File: src/rtl/fqs_pkg.sv
// ----------------------------------------------------------------------------
// fqs_pkg
// Shared constants, beat types and ring helpers for the searchable FIFO.
// ----------------------------------------------------------------------------
package fqs_pkg;

  // Ring capacity in words (legal range 2 to 32).
  localparam int DEPTH = 32;
  localparam int IDX_W = $clog2(DEPTH);
  localparam int CNT_W = $clog2(DEPTH + 1);

  // Field widths of the two channels.
  localparam int OP_W   = 2;
  localparam int VAL_W  = 32;
  localparam int STAT_W = 3;
  localparam int POS_W  = 5;
  localparam int MC_W   = 6;
  localparam int LEN_W  = 6;

  // Operation codes.
  localparam logic [OP_W-1:0] OP_PUSH   = 2'd0;
  localparam logic [OP_W-1:0] OP_POP    = 2'd1;
  localparam logic [OP_W-1:0] OP_SEARCH = 2'd2;

  // Status codes.
  localparam logic [STAT_W-1:0] ST_OK    = 3'd0;
  localparam logic [STAT_W-1:0] ST_EMPTY = 3'd1;
  localparam logic [STAT_W-1:0] ST_FULL  = 3'd2;
  localparam logic [STAT_W-1:0] ST_MATCH = 3'd3;
  localparam logic [STAT_W-1:0] ST_DONE  = 3'd4;

  typedef struct packed {
    logic [OP_W-1:0]         operation;
    logic signed [VAL_W-1:0] value;
  } fqs_in_t;

  typedef struct packed {
    logic [STAT_W-1:0] status;
    logic [POS_W-1:0]  position;
    logic [MC_W-1:0]   match_count;
    logic [LEN_W-1:0]  length;
    logic              last;
  } fqs_out_t;

  // Request from the sequencer to the ring store.
  typedef struct packed {
    logic             we;
    logic [IDX_W-1:0] waddr;
    logic [VAL_W-1:0] wdata;
    logic             re;
    logic [IDX_W-1:0] raddr;
  } fqs_mem_req_t;

  function automatic logic [IDX_W-1:0] ring_next(input logic [IDX_W-1:0] slot);
    logic [IDX_W-1:0] nxt;
    if (slot == IDX_W'(DEPTH - 1)) begin
      nxt = '0;
    end else begin
      nxt = slot + 1'b1;
    end
    return nxt;
  endfunction

endpackage

File: src/rtl/fqs_store.sv
// ----------------------------------------------------------------------------
// fqs_store
// Ring storage with one write port, one registered read port and the single
// word comparator that the search walk reuses for every entry.
// ----------------------------------------------------------------------------
module fqs_store (
  input  logic                                  clk,
  input  fqs_pkg::fqs_mem_req_t                 mem_req,
  input  logic signed [fqs_pkg::VAL_W-1:0]      key,
  output logic                                  hit
);
  import fqs_pkg::*;

  logic [VAL_W-1:0] mem [DEPTH];
  logic [VAL_W-1:0] rd_data_r;

  always_ff @(posedge clk) begin
    if (mem_req.we) begin
      mem[mem_req.waddr] <= mem_req.wdata;
    end
    if (mem_req.re) begin
      rd_data_r <= mem[mem_req.raddr];
    end
  end

  // Full 32-bit equality against the word under search.
  assign hit = (rd_data_r == VAL_W'(key));

endmodule

File: src/rtl/fifo_queue_with_search.sv
// ----------------------------------------------------------------------------
// fifo_queue_with_search
// Bounded FIFO of signed words in a ring store, with a head-to-tail search.
// ----------------------------------------------------------------------------
// A push, a pop or an unused operation is taken in idle and carried out in the
// exec state, which registers its result beat and goes back to idle for the
// next input. A search starts its walk in the exec state, reads each held word
// from head to tail in the scan state and sends its closing beat from the done
// state before it goes back to idle; the walk is set by the single read port of
// the ring store and the one comparator that each word goes through in turn.
// Each match sends one beat with its position from the head, and a final beat
// carries the match count; a stalled output channel holds the item where it
// stands. The block holds no input while an item is in work.
module fifo_queue_with_search (
  input  logic              clk,
  input  logic              rst_n,
  input  logic              in_valid,
  output logic              in_ready,
  input  fqs_pkg::fqs_in_t  in_data,
  output logic              out_valid,
  input  logic              out_ready,
  output fqs_pkg::fqs_out_t out_data
);
  import fqs_pkg::*;

  typedef enum logic [1:0] {
    S_IDLE,
    S_EXEC,
    S_SCAN,
    S_DONE
  } state_t;

  state_t                  state_r, state_nxt;
  logic [OP_W-1:0]         op_r, op_nxt;
  logic signed [VAL_W-1:0] value_r, value_nxt;
  logic [IDX_W-1:0]        head_r, head_nxt;
  logic [IDX_W-1:0]        tail_r, tail_nxt;
  logic [CNT_W-1:0]        count_r, count_nxt;
  logic [CNT_W-1:0]        pos_r, pos_nxt;
  logic [IDX_W-1:0]        slot_r, slot_nxt;
  logic [CNT_W-1:0]        match_r, match_nxt;
  logic                    out_valid_r, out_valid_nxt;
  fqs_out_t                out_data_r, out_data_nxt;

  fqs_mem_req_t mem_req;
  logic         hit;
  logic         out_free;
  logic         emit;
  fqs_out_t     beat;

  fqs_store u_store (
    .clk     (clk),
    .mem_req (mem_req),
    .key     (value_r),
    .hit     (hit)
  );

  assign in_ready  = (state_r == S_IDLE);
  assign out_free  = !out_valid_r || out_ready;
  assign out_valid = out_valid_r;
  assign out_data  = out_data_r;

  always_comb begin
    state_nxt = state_r;
    op_nxt    = op_r;
    value_nxt = value_r;
    head_nxt  = head_r;
    tail_nxt  = tail_r;
    count_nxt = count_r;
    pos_nxt   = pos_r;
    slot_nxt  = slot_r;
    match_nxt = match_r;
    mem_req   = '0;
    mem_req.wdata = VAL_W'(value_r);
    emit      = 1'b0;
    beat      = '0;
    beat.length = LEN_W'(count_r);
    beat.last   = 1'b1;

    case (state_r)
      S_IDLE: begin
        if (in_valid) begin
          op_nxt    = in_data.operation;
          value_nxt = in_data.value;
          state_nxt = S_EXEC;
        end
      end

      S_EXEC: begin
        case (op_r)
          OP_PUSH: begin
            if (out_free) begin
              emit      = 1'b1;
              state_nxt = S_IDLE;
              if (count_r == CNT_W'(DEPTH)) begin
                beat.status = ST_FULL;
              end else begin
                mem_req.we    = 1'b1;
                mem_req.waddr = tail_r;
                tail_nxt      = ring_next(tail_r);
                count_nxt     = count_r + 1'b1;
                beat.status   = ST_OK;
                beat.length   = LEN_W'(count_nxt);
              end
            end
          end
          OP_POP: begin
            if (out_free) begin
              emit      = 1'b1;
              state_nxt = S_IDLE;
              if (count_r == '0) begin
                beat.status = ST_EMPTY;
              end else begin
                head_nxt    = ring_next(head_r);
                count_nxt   = count_r - 1'b1;
                beat.status = ST_OK;
                beat.length = LEN_W'(count_nxt);
              end
            end
          end
          OP_SEARCH: begin
            pos_nxt   = '0;
            match_nxt = '0;
            if (count_r == '0) begin
              state_nxt = S_DONE;
            end else begin
              mem_req.re    = 1'b1;
              mem_req.raddr = head_r;
              slot_nxt      = ring_next(head_r);
              state_nxt     = S_SCAN;
            end
          end
          default: begin
            if (out_free) begin
              emit        = 1'b1;
              beat.status = ST_OK;
              state_nxt   = S_IDLE;
            end
          end
        endcase
      end

      S_SCAN: begin
        // The read data of the word at pos_r is in the store's output
        // register; a match waits here until the output register frees up.
        if (!hit || out_free) begin
          if (hit) begin
            emit          = 1'b1;
            beat.status   = ST_MATCH;
            beat.position = POS_W'(pos_r);
            beat.last     = 1'b0;
            match_nxt     = match_r + 1'b1;
          end
          pos_nxt = pos_r + 1'b1;
          if (pos_nxt == count_r) begin
            state_nxt = S_DONE;
          end else begin
            mem_req.re    = 1'b1;
            mem_req.raddr = slot_r;
            slot_nxt      = ring_next(slot_r);
          end
        end
      end

      S_DONE: begin
        if (out_free) begin
          emit             = 1'b1;
          beat.status      = ST_DONE;
          beat.match_count = MC_W'(match_r);
          state_nxt        = S_IDLE;
        end
      end

      default: begin
        state_nxt = S_IDLE;
      end
    endcase

    if (emit) begin
      out_valid_nxt = 1'b1;
      out_data_nxt  = beat;
    end else begin
      out_valid_nxt = out_valid_r && !out_ready;
      out_data_nxt  = out_data_r;
    end
  end

  always_ff @(posedge clk) begin
    if (!rst_n) begin
      state_r     <= S_IDLE;
      head_r      <= '0;
      tail_r      <= '0;
      count_r     <= '0;
      pos_r       <= '0;
      slot_r      <= '0;
      match_r     <= '0;
      out_valid_r <= 1'b0;
    end else begin
      state_r     <= state_nxt;
      head_r      <= head_nxt;
      tail_r      <= tail_nxt;
      count_r     <= count_nxt;
      pos_r       <= pos_nxt;
      slot_r      <= slot_nxt;
      match_r     <= match_nxt;
      out_valid_r <= out_valid_nxt;
    end
    op_r       <= op_nxt;
    value_r    <= value_nxt;
    out_data_r <= out_data_nxt;
  end

endmodule

File: config.mk
export PLATFORM = sky130hd
export DESIGN_NAME = fifo_queue_with_search
export DESIGN_NICKNAME = d
export VERILOG_FILES = /design/src/rtl/fqs_pkg.sv /design/src/rtl/fqs_store.sv /design/src/rtl/fifo_queue_with_search.sv
export SDC_FILE = /design/constraint.sdc
export NUM_CORES = 1
export LEC_CHECK = 0
export BUFFER_PORTS_ARGS = -buffer_cell sky130_fd_sc_hd__buf_2
export CORE_MARGIN = 4
export CORE_UTILIZATION = 46
export CTS_CLUSTER_DIAMETER = 40
export DETAILED_ROUTE_END_ITERATION = 7
export GPL_TIMING_DRIVEN = 0
export PLACE_DENSITY = 0.61
export SYNTH_ARGS = -nofsm -noshare
export SYNTH_HDL_FRONTEND = slang
export SYNTH_SLANG_ARGS = --single-unit
File: constraint.sdc
create_clock -name clk -period 8.2 [get_ports clk]
set_input_delay 2.46 -clock clk [delete_from_list [all_inputs] [get_ports clk]]
set_output_delay 2.46 -clock clk [all_outputs]
set_load 0.02 [all_outputs]
==> results of run 1 <==
==> synth_stat cells (16+ instances only) <==
master and instances:
a311oi_1 62, and3_1 19, a221oi_1 32, o21ai_0 146, a211oi_1 62, nor3b_1 129
mux2i_1 196, dfxtp_1 36, nand2_1 295, a31oi_1 34, buf_1 16, nand3_1 85
buf_2 55, clkbuf_1 204, a32oi_1 66, nand3b_1 66, xor2_1 38, nand2b_1 139
nor2_1 361, edfxtp_1 1111, a21oi_1 209, nor3_1 24, o2111ai_1 62
==> through the flow <==
stage	instance area [um^2]	total power [mW]	util [%]	setup WS, ns
after floorplan	48600	6.87	-	1.74
after global placement	50600	7.07	48.6	-1.40
after detailed placement	52000	7.10	49.8	0.851
after CTS	57500	14.2	55.2	1.03
after global routing	57700	14.5	55.3	0.832
final	57700	14.1	55.3	0.801
==> layer usage <==
| layer | up-vias | track usage (%) | part of all wire, % |
|---|---|---|---|
| li1 | 14400 | - | - |
| met1 | 16300 | 34.7 | 41 |
| met2 | 1429 | 41.8 | 48 |
| met3 | 274 | 4.91 | 8.2 |
| met4 | 4 | 8.31 | 3.1 |
| met5 | - | 0 | 0.016 |
==> cell type report <==
| class | instances | area (um^2) | area share (%) |
|---|---|---|---|
| Timing Repair Buffer | 135 | 1560 | 2.70 |
| Buffer | 280 | 1140 | 1.97 |
| Inverter | 13 | 48.8 | 0.0846 |
| Clock buffer | 181 | 4100 | 7.11 |
| Clock inverter | 107 | 1450 | 2.51 |
| Antenna cell | 1 | 2.50 | 0.00434 |
| Multi-Input combinational cell | 2175 | 13600 | 23.5 |
| Sequential cell | 1147 | 34100 | 59.1 |
| Tap cell | 1380 | 1730 | 2.99 |
==> report_power, final <==
part	leakage, nW	switching, mW	internal (mW)
clock	2.67	2.67	4.46
combinational	5.76	0.261	0.118
sequential	10.3	0.117	6.50
==> how the worst min path moves through the flow <==
stage / start / to / slack (ns) / depth (start not counted)
6_report: match_r[5] / match_r[5] / 0.52 / 2
5_1_grt: match_r[3] / match_r[3] / 0.55 / 2
4_1_cts: head_r[4] / head_r[4] / 0.52 / 2
3_5_place_dp: match_r[5] / match_r[5] / 0.51 / 2
3_3_place_gp: head_r[4] / head_r[4] / 0.48 / 2
2_1_floorplan: head_r[4] / head_r[4] / 0.46 / 2
==> cell families after synthesis <==
logic type               Yosys count
AND/OR/NAND/NOR                 1187
flip-flops                      1147
AO/OA/AOI/OAI                    729
buffers and inverters            293
multiplexers                     197
XOR/XNOR                          48
adder cells (fa/ha/maj)           14
==> sequential cells by signal (all words and copies together) (netlist names), 5 cells and up <==
signal and cells:
count_r 6, head_r 5, match_r 6, out_data 21
pos_r 6, slot_r 5, tail_r 5, u_store.mem 1024
u_store.rd_data_r 32, value_r 32
==> worst max-delay path, delay by kind of cell (launching register included) <==
family | cells | cell delay [ns]
flip-flops | 1 | 1.29
XOR/XNOR | 1 | 0.42
buffers and inverters | 4 | 2.30
AND/OR/NAND/NOR | 3 | 1.56
AO/OA/AOI/OAI | 4 | 1.48
==> reports/qor.csv, run 1 <==
stage;metric;value;unit
clock_network;postCtsHoldBufs;0;
floorplanning;die_area;111000;um^2
placed_design;numPlacedInstances;5123;
detailed_routing;drt-wirelength-per-cell;26.7;um
critical_path;reg2reg_from;value_r[27];
critical_path;critical_path_class;reg2reg;
critical_path;r2r_end;u_store.rd_data_r[12];
critical_path;path_cells;xor2_1, nor4_1, nand4_1, nor4_2, buf_4, clkbuf_1, o31a_1, clkbuf_1, clkbuf_1, a32oi_1, a221oi_1, a31oi_1;
timing;setup_violations;0;
clock_network;cts-root-buf;clkbuf_16;
critical_path;rrSetupSlack;0.80;ns
logic_synthesis;seq_area_frac_synth;70.1;%
logic_synthesis;yosys.area_share.adder;0.360;%
finish;drive_gt1_share;12.3;%
floorplanning;initial_core_util;46.6;%
detailed_routing;drc;0;
critical_path;crit_path_start;value_r[27];
detailed_routing;vias_per_cell;5.98;
run;cap_violations;0;
floorplanning;die_h;333;um
timing;drv_slew;0;
timing;finalCritPeriodShare;90.2;%
clock_network;cts-buffers-inserted;156;
logic_synthesis;synth_xor_area_share;0.865;%
detailed_routing;detail-route-antenna-nets;0;
logic_synthesis;synth_top_family_by_area;simple AND/OR/NAND/NOR gates;
critical_path;end_kind;flop;
logic_synthesis;syn_area;48600;um^2
floorplanning;die_w;333;um
logic_synthesis;async_reset_ff_share;0;%
clock_network;post-cts-setup-buffer-count;0;
detailed_routing;wirelength;145;mm
critical_path;startpoint_type;flop;
logic_synthesis;synth_compound_area_share;9.99;%
clock_network;path_clk_slew;0.06;ns
power_and_ir_drop;leakage;18.7;nW
logic_synthesis;synth_top_cell_area_share;68.6;%
detailed_routing;first_pass_iters;6;
floorplanning;rows;118;
critical_path;r2r_cells;12;
timing;tightestPinTransition;1.45;ns
critical_path;critPathRequiredTime;8.68;ns
logic_synthesis;synth_top_flop_cell;edfxtp_1;
finish;syn_to_final_growth;18.7;%
placed_design;place_hpwl;99.8;mm
timing;setup_tns;0;ns
critical_path;endpoint;u_store.rd_data_r[12];
floorplanning;io_pins;61;
finish;final_cell_mix;edfxtp_1 (1111), nor2_1 (340), nand2_1 (295);
logic_synthesis;yosysTopAreaCell;edfxtp_1;
clock_network;htree_num_levels;4;
hold_path;hold_class;reg2reg;
logic_synthesis;syn_avg_cell_area;13.4;um^2
timing;max_slew_margin;2.97;%
power_and_ir_drop;ir_worst_vdd;253;uV
finish;final_cells;5419;
global_route;grt_pass1_wl;210;mm
logic_synthesis;synth.mux.area_fraction;4.06;%
timing;worst_hold_slack;0.524;ns
global_route;grt_max_degree;34;
critical_path;cp_slowest_cell;edfxtp_1;
timing;grt_setup_unrepaired;no;
logic_synthesis;ys_warn_count;0;
logic_synthesis;syn_nets;3667;
logic_synthesis;ys_types;61;
critical_path;cp_common_cell;clkbuf_1;
clock_network;cts.sinks;1147;
timing;fin_skew;0.0285;ns
finish;final_common_cell;edfxtp_1;
status;status;finished clean;
finish;nNetsFinal;3960;
global_route;grt_pass1_vias;31400;
timing;fin_crit;7.40;ns
logic_synthesis;ys_ff_latch;1147;
timing;fmax;0.135;GHz
clock_network;cts.repair.resized;0;
global_route;track_usage;25.6;%
placed_design;gp_congestion;0.889;
placed_design;portBuffers;60;
detailed_routing;drt-initial-drc-count;3921;
power_and_ir_drop;power_density;245;nW/um^2
timing;hold_viol_final;0;
critical_path;critical-path-max-stage-delay;1.29;ns
clock_network;cts_tree;built;
critical_path;cp.arrival;7.87;ns
clock_network;cts_buffer_depth;3;
logic_synthesis;synth_enable_flop_cells;1111;
global_route;antenna_found_initial;4;
clock_network;insertion_delay;0.77;ns
logic_synthesis;netlist_instances;3615;
logic_synthesis;synth.area.top_cells;edfxtp_1 (69%), mux2i_1 (4.0%), nor2_1 (2.8%);
critical_path;cp_max_fo;33;
global_route;grt_overflow_total;0;
floorplanning;fp.coreArea;104000;um^2
finish;num-fill-cells;8588;
detailed_routing;vias;32400;
logic_synthesis;synth-simple-area-share;12.2;%
Note: power is estimated with default switching activity, not from simulation.
==> inputs of run 2 (changes only) <==
--- a/config.mk
+++ b/config.mk
@@ -6,6 +6,7 @@
 export NUM_CORES = 1
 export LEC_CHECK = 0
 export BUFFER_PORTS_ARGS = -buffer_cell sky130_fd_sc_hd__buf_2
+export CAP_MARGIN = 25
 export CORE_MARGIN = 4
 export CORE_UTILIZATION = 46
 export CTS_CLUSTER_DIAMETER = 40
==> constraint.sdc (replaced) <==
create_clock -name clk -period 8.2 [get_ports clk]
set_input_delay 0.82 -clock clk [delete_from_list [all_inputs] [get_ports clk]]
set_output_delay 0.82 -clock clk [all_outputs]
set_load 0.02 [all_outputs]
==> reports/qor.csv, run 2 (synthesis gave the netlist of run 1 again) <==
stage;metric;value;unit;change
timing;drv_slew;0;;unchanged
status;status;finished clean;;
timing;setup_tns;0;ns;unchanged
power_and_ir_drop;p_total;13.8;mW;-2.5%
global_route;antenna_found_initial;3;;-1
finish;final_cell_mix;edfxtp_1 (1111), nor2_1 (340), nand2_1 (295);;
timing;grt_setup_unrepaired;no;;
critical_path;cp_top_family;simple AND/OR/NAND/NOR gates;;
timing;fmax;0.149;GHz;+10%
finish;top_regs;u_store.mem: 1024 flops, u_store.rd_data_r: 32 flops, value_r: 32 flops;;
critical_path;cp.arrival;7.18;ns;-0.69 ns
placed_design;numPlacedInstances;5154;;+0.61%
clock_network;htree_num_levels;4;;unchanged
finish;final_common_cell;edfxtp_1;;
power_and_ir_drop;power_density;238;nW/um^2;-3.0%
placed_design;gp_congestion;0.889;;unchanged
finish;drive_gt1_share;12.8;%;+0.48 points
floorplanning;rows;118;;unchanged
global_route;track_usage;25.8;%;+0.21 points
critical_path;startpoint_type;flop;;
clock_network;cts-root-buf;clkbuf_16;;
detailed_routing;detail-route-antenna-nets;0;;unchanged
critical_path;path_cells;buf_8, xor2_1, nor4_1, nand4_1, or4_1, clkbuf_1, a32o_1, nand2_1, clkbuf_1, a311oi_1, a221oi_1, a31oi_1;;
floorplanning;die_w;333;um;unchanged
floorplanning;fp.coreArea;104000;um^2;unchanged
critical_path;critical-path-max-stage-delay;0.90;ns;-0.39 ns
critical_path;path_buf_inv;3;;-1
global_route;grt_overflow_total;0;;unchanged
timing;finalCritPeriodShare;81.8;%;-8.4 points
power_and_ir_drop;ir_worst_vdd;191;uV;-24%
clock_network;cts-buffers-inserted;156;;unchanged
global_route;grt_pass1_vias;31600;;+0.67%
timing;fin_crit;6.71;ns;-0.692 ns
global_route;grt_pass1_wl;212;mm;+1.0%
finish;nNetsFinal;3986;;+0.66%
clock_network;post-cts-setup-buffer-count;0;;unchanged
detailed_routing;drt-initial-drc-count;3601;;-8.2%
clock_network;cts_tree;built;;
timing;fin_skew;0.0312;ns;+0.00272 ns
critical_path;cp_common_cell;clkbuf_1;;
clock_network;path_clk_slew;0.06;ns;about the same
critical_path;end_kind;flop;;
timing;hold_viol_final;0;;unchanged
floorplanning;io_pins;61;;unchanged
finish;regMostFlops;u_store.mem;;
critical_path;cp_slowest_cell;edfxtp_1;;
finish;final_cells;5441;;+0.41%
detailed_routing;first_pass_iters;7;;+1
critical_path;critPathRequiredTime;8.68;ns;about the same
clock_network;cts.sinks;1147;;unchanged
placed_design;portBuffers;60;;unchanged
critical_path;critical_path_class;reg2reg;;
clock_network;cts_buffer_depth;3;;unchanged
floorplanning;initial_core_util;46.6;%;unchanged
detailed_routing;drt-wirelength-per-cell;26.7;um;about the same
detailed_routing;wirelength;145;mm;+0.45%
finish;syn_to_final_growth;19.2;%;
timing;setup_violations;0;;unchanged
detailed_routing;vias;32400;;+0.080%
floorplanning;die_h;333;um;unchanged
clock_network;insertion_delay;0.77;ns;about the same
run;cap_violations;0;;unchanged
detailed_routing;drc;0;;unchanged
timing;max_slew_margin;22.0;%;+19 points
placed_design;place_hpwl;102;mm;+2.2%
clock_network;cts.repair.resized;0;;unchanged
timing;tightestPinTransition;1.17;ns;-0.279 ns
clock_network;postCtsHoldBufs;0;;unchanged
finish;largest_reg_flops;1024;;unchanged
finish;final_core_util;55.6;%;+0.26 points
global_route;grt_max_degree;34;;unchanged
hold_path;hold_class;in2reg;;
critical_path;cp_max_fo;19;;-42%
floorplanning;die_area;111000;um^2;unchanged
detailed_routing;vias_per_cell;5.96;;-0.32%
power_and_ir_drop;leakage;18.8;nW;+0.70%
[run 2: cell count changes in the layout (fill, tap and decap cells not counted), sizes merged]
cell	before	now
diode	1	2
buf	210	236
inv	33	35
clkinvlp	14	17
clkbuf	386	374
bufinv	26	16
clkinv	47	59
[run 2: routing by layer]
layer	up-vias	GRT usage [%]	wire length, um
met5	-	0	13
met4	2	7.96	4100
met3	255	5.10	12400
met2	1441	42.2	69600
met1	16300	35.0	59200
li1	14500	-	-
[run 2: path summary, 6_finish.rpt]
check              from                     to  slack (ns)  depth (start not counted)
min          in_data[4]             value_r[4]        0.22                          1
min reg2reg  match_r[5]             match_r[5]        0.52                          2
max reg2reg  value_r[5]  u_store.rd_data_r[23]        1.49                         12
max          value_r[5]  u_store.rd_data_r[23]        1.49                         12
[run 2: cell type report]
cell class                 instances  area [um^2]
antenna                            2         5.00
sequential                      1147        34100
clock inverter                   114         1210
inverter                          13         48.8
tap                             1380         1730
timing repair buffer             161         2160
multi-input combinational       2175        13600
fill                            8561        46300
clock buffer                     169         4010
buffer                           280         1140
[run 2: power breakdown]
group	internal, mW	switching [mW]
Sequential	6.49	0.0669
Combinational	0.156	0.323
Clock	4.08	2.65
Total	10.7	3.04
[run 2: through the flow]
step | worst slack, ns | cell area (um^2) | hold WS, ns
floorplan | 3.38 | 48600 | 0.461
finish | 1.49 | 58000 | 0.222
CTS | 1.52 | 57900 | 0.180
global placement | 0.0698 | 50600 | 0.480
detailed placement | 1.51 | 52700 | 0.504
global route | 1.64 | 58000 | 0.199
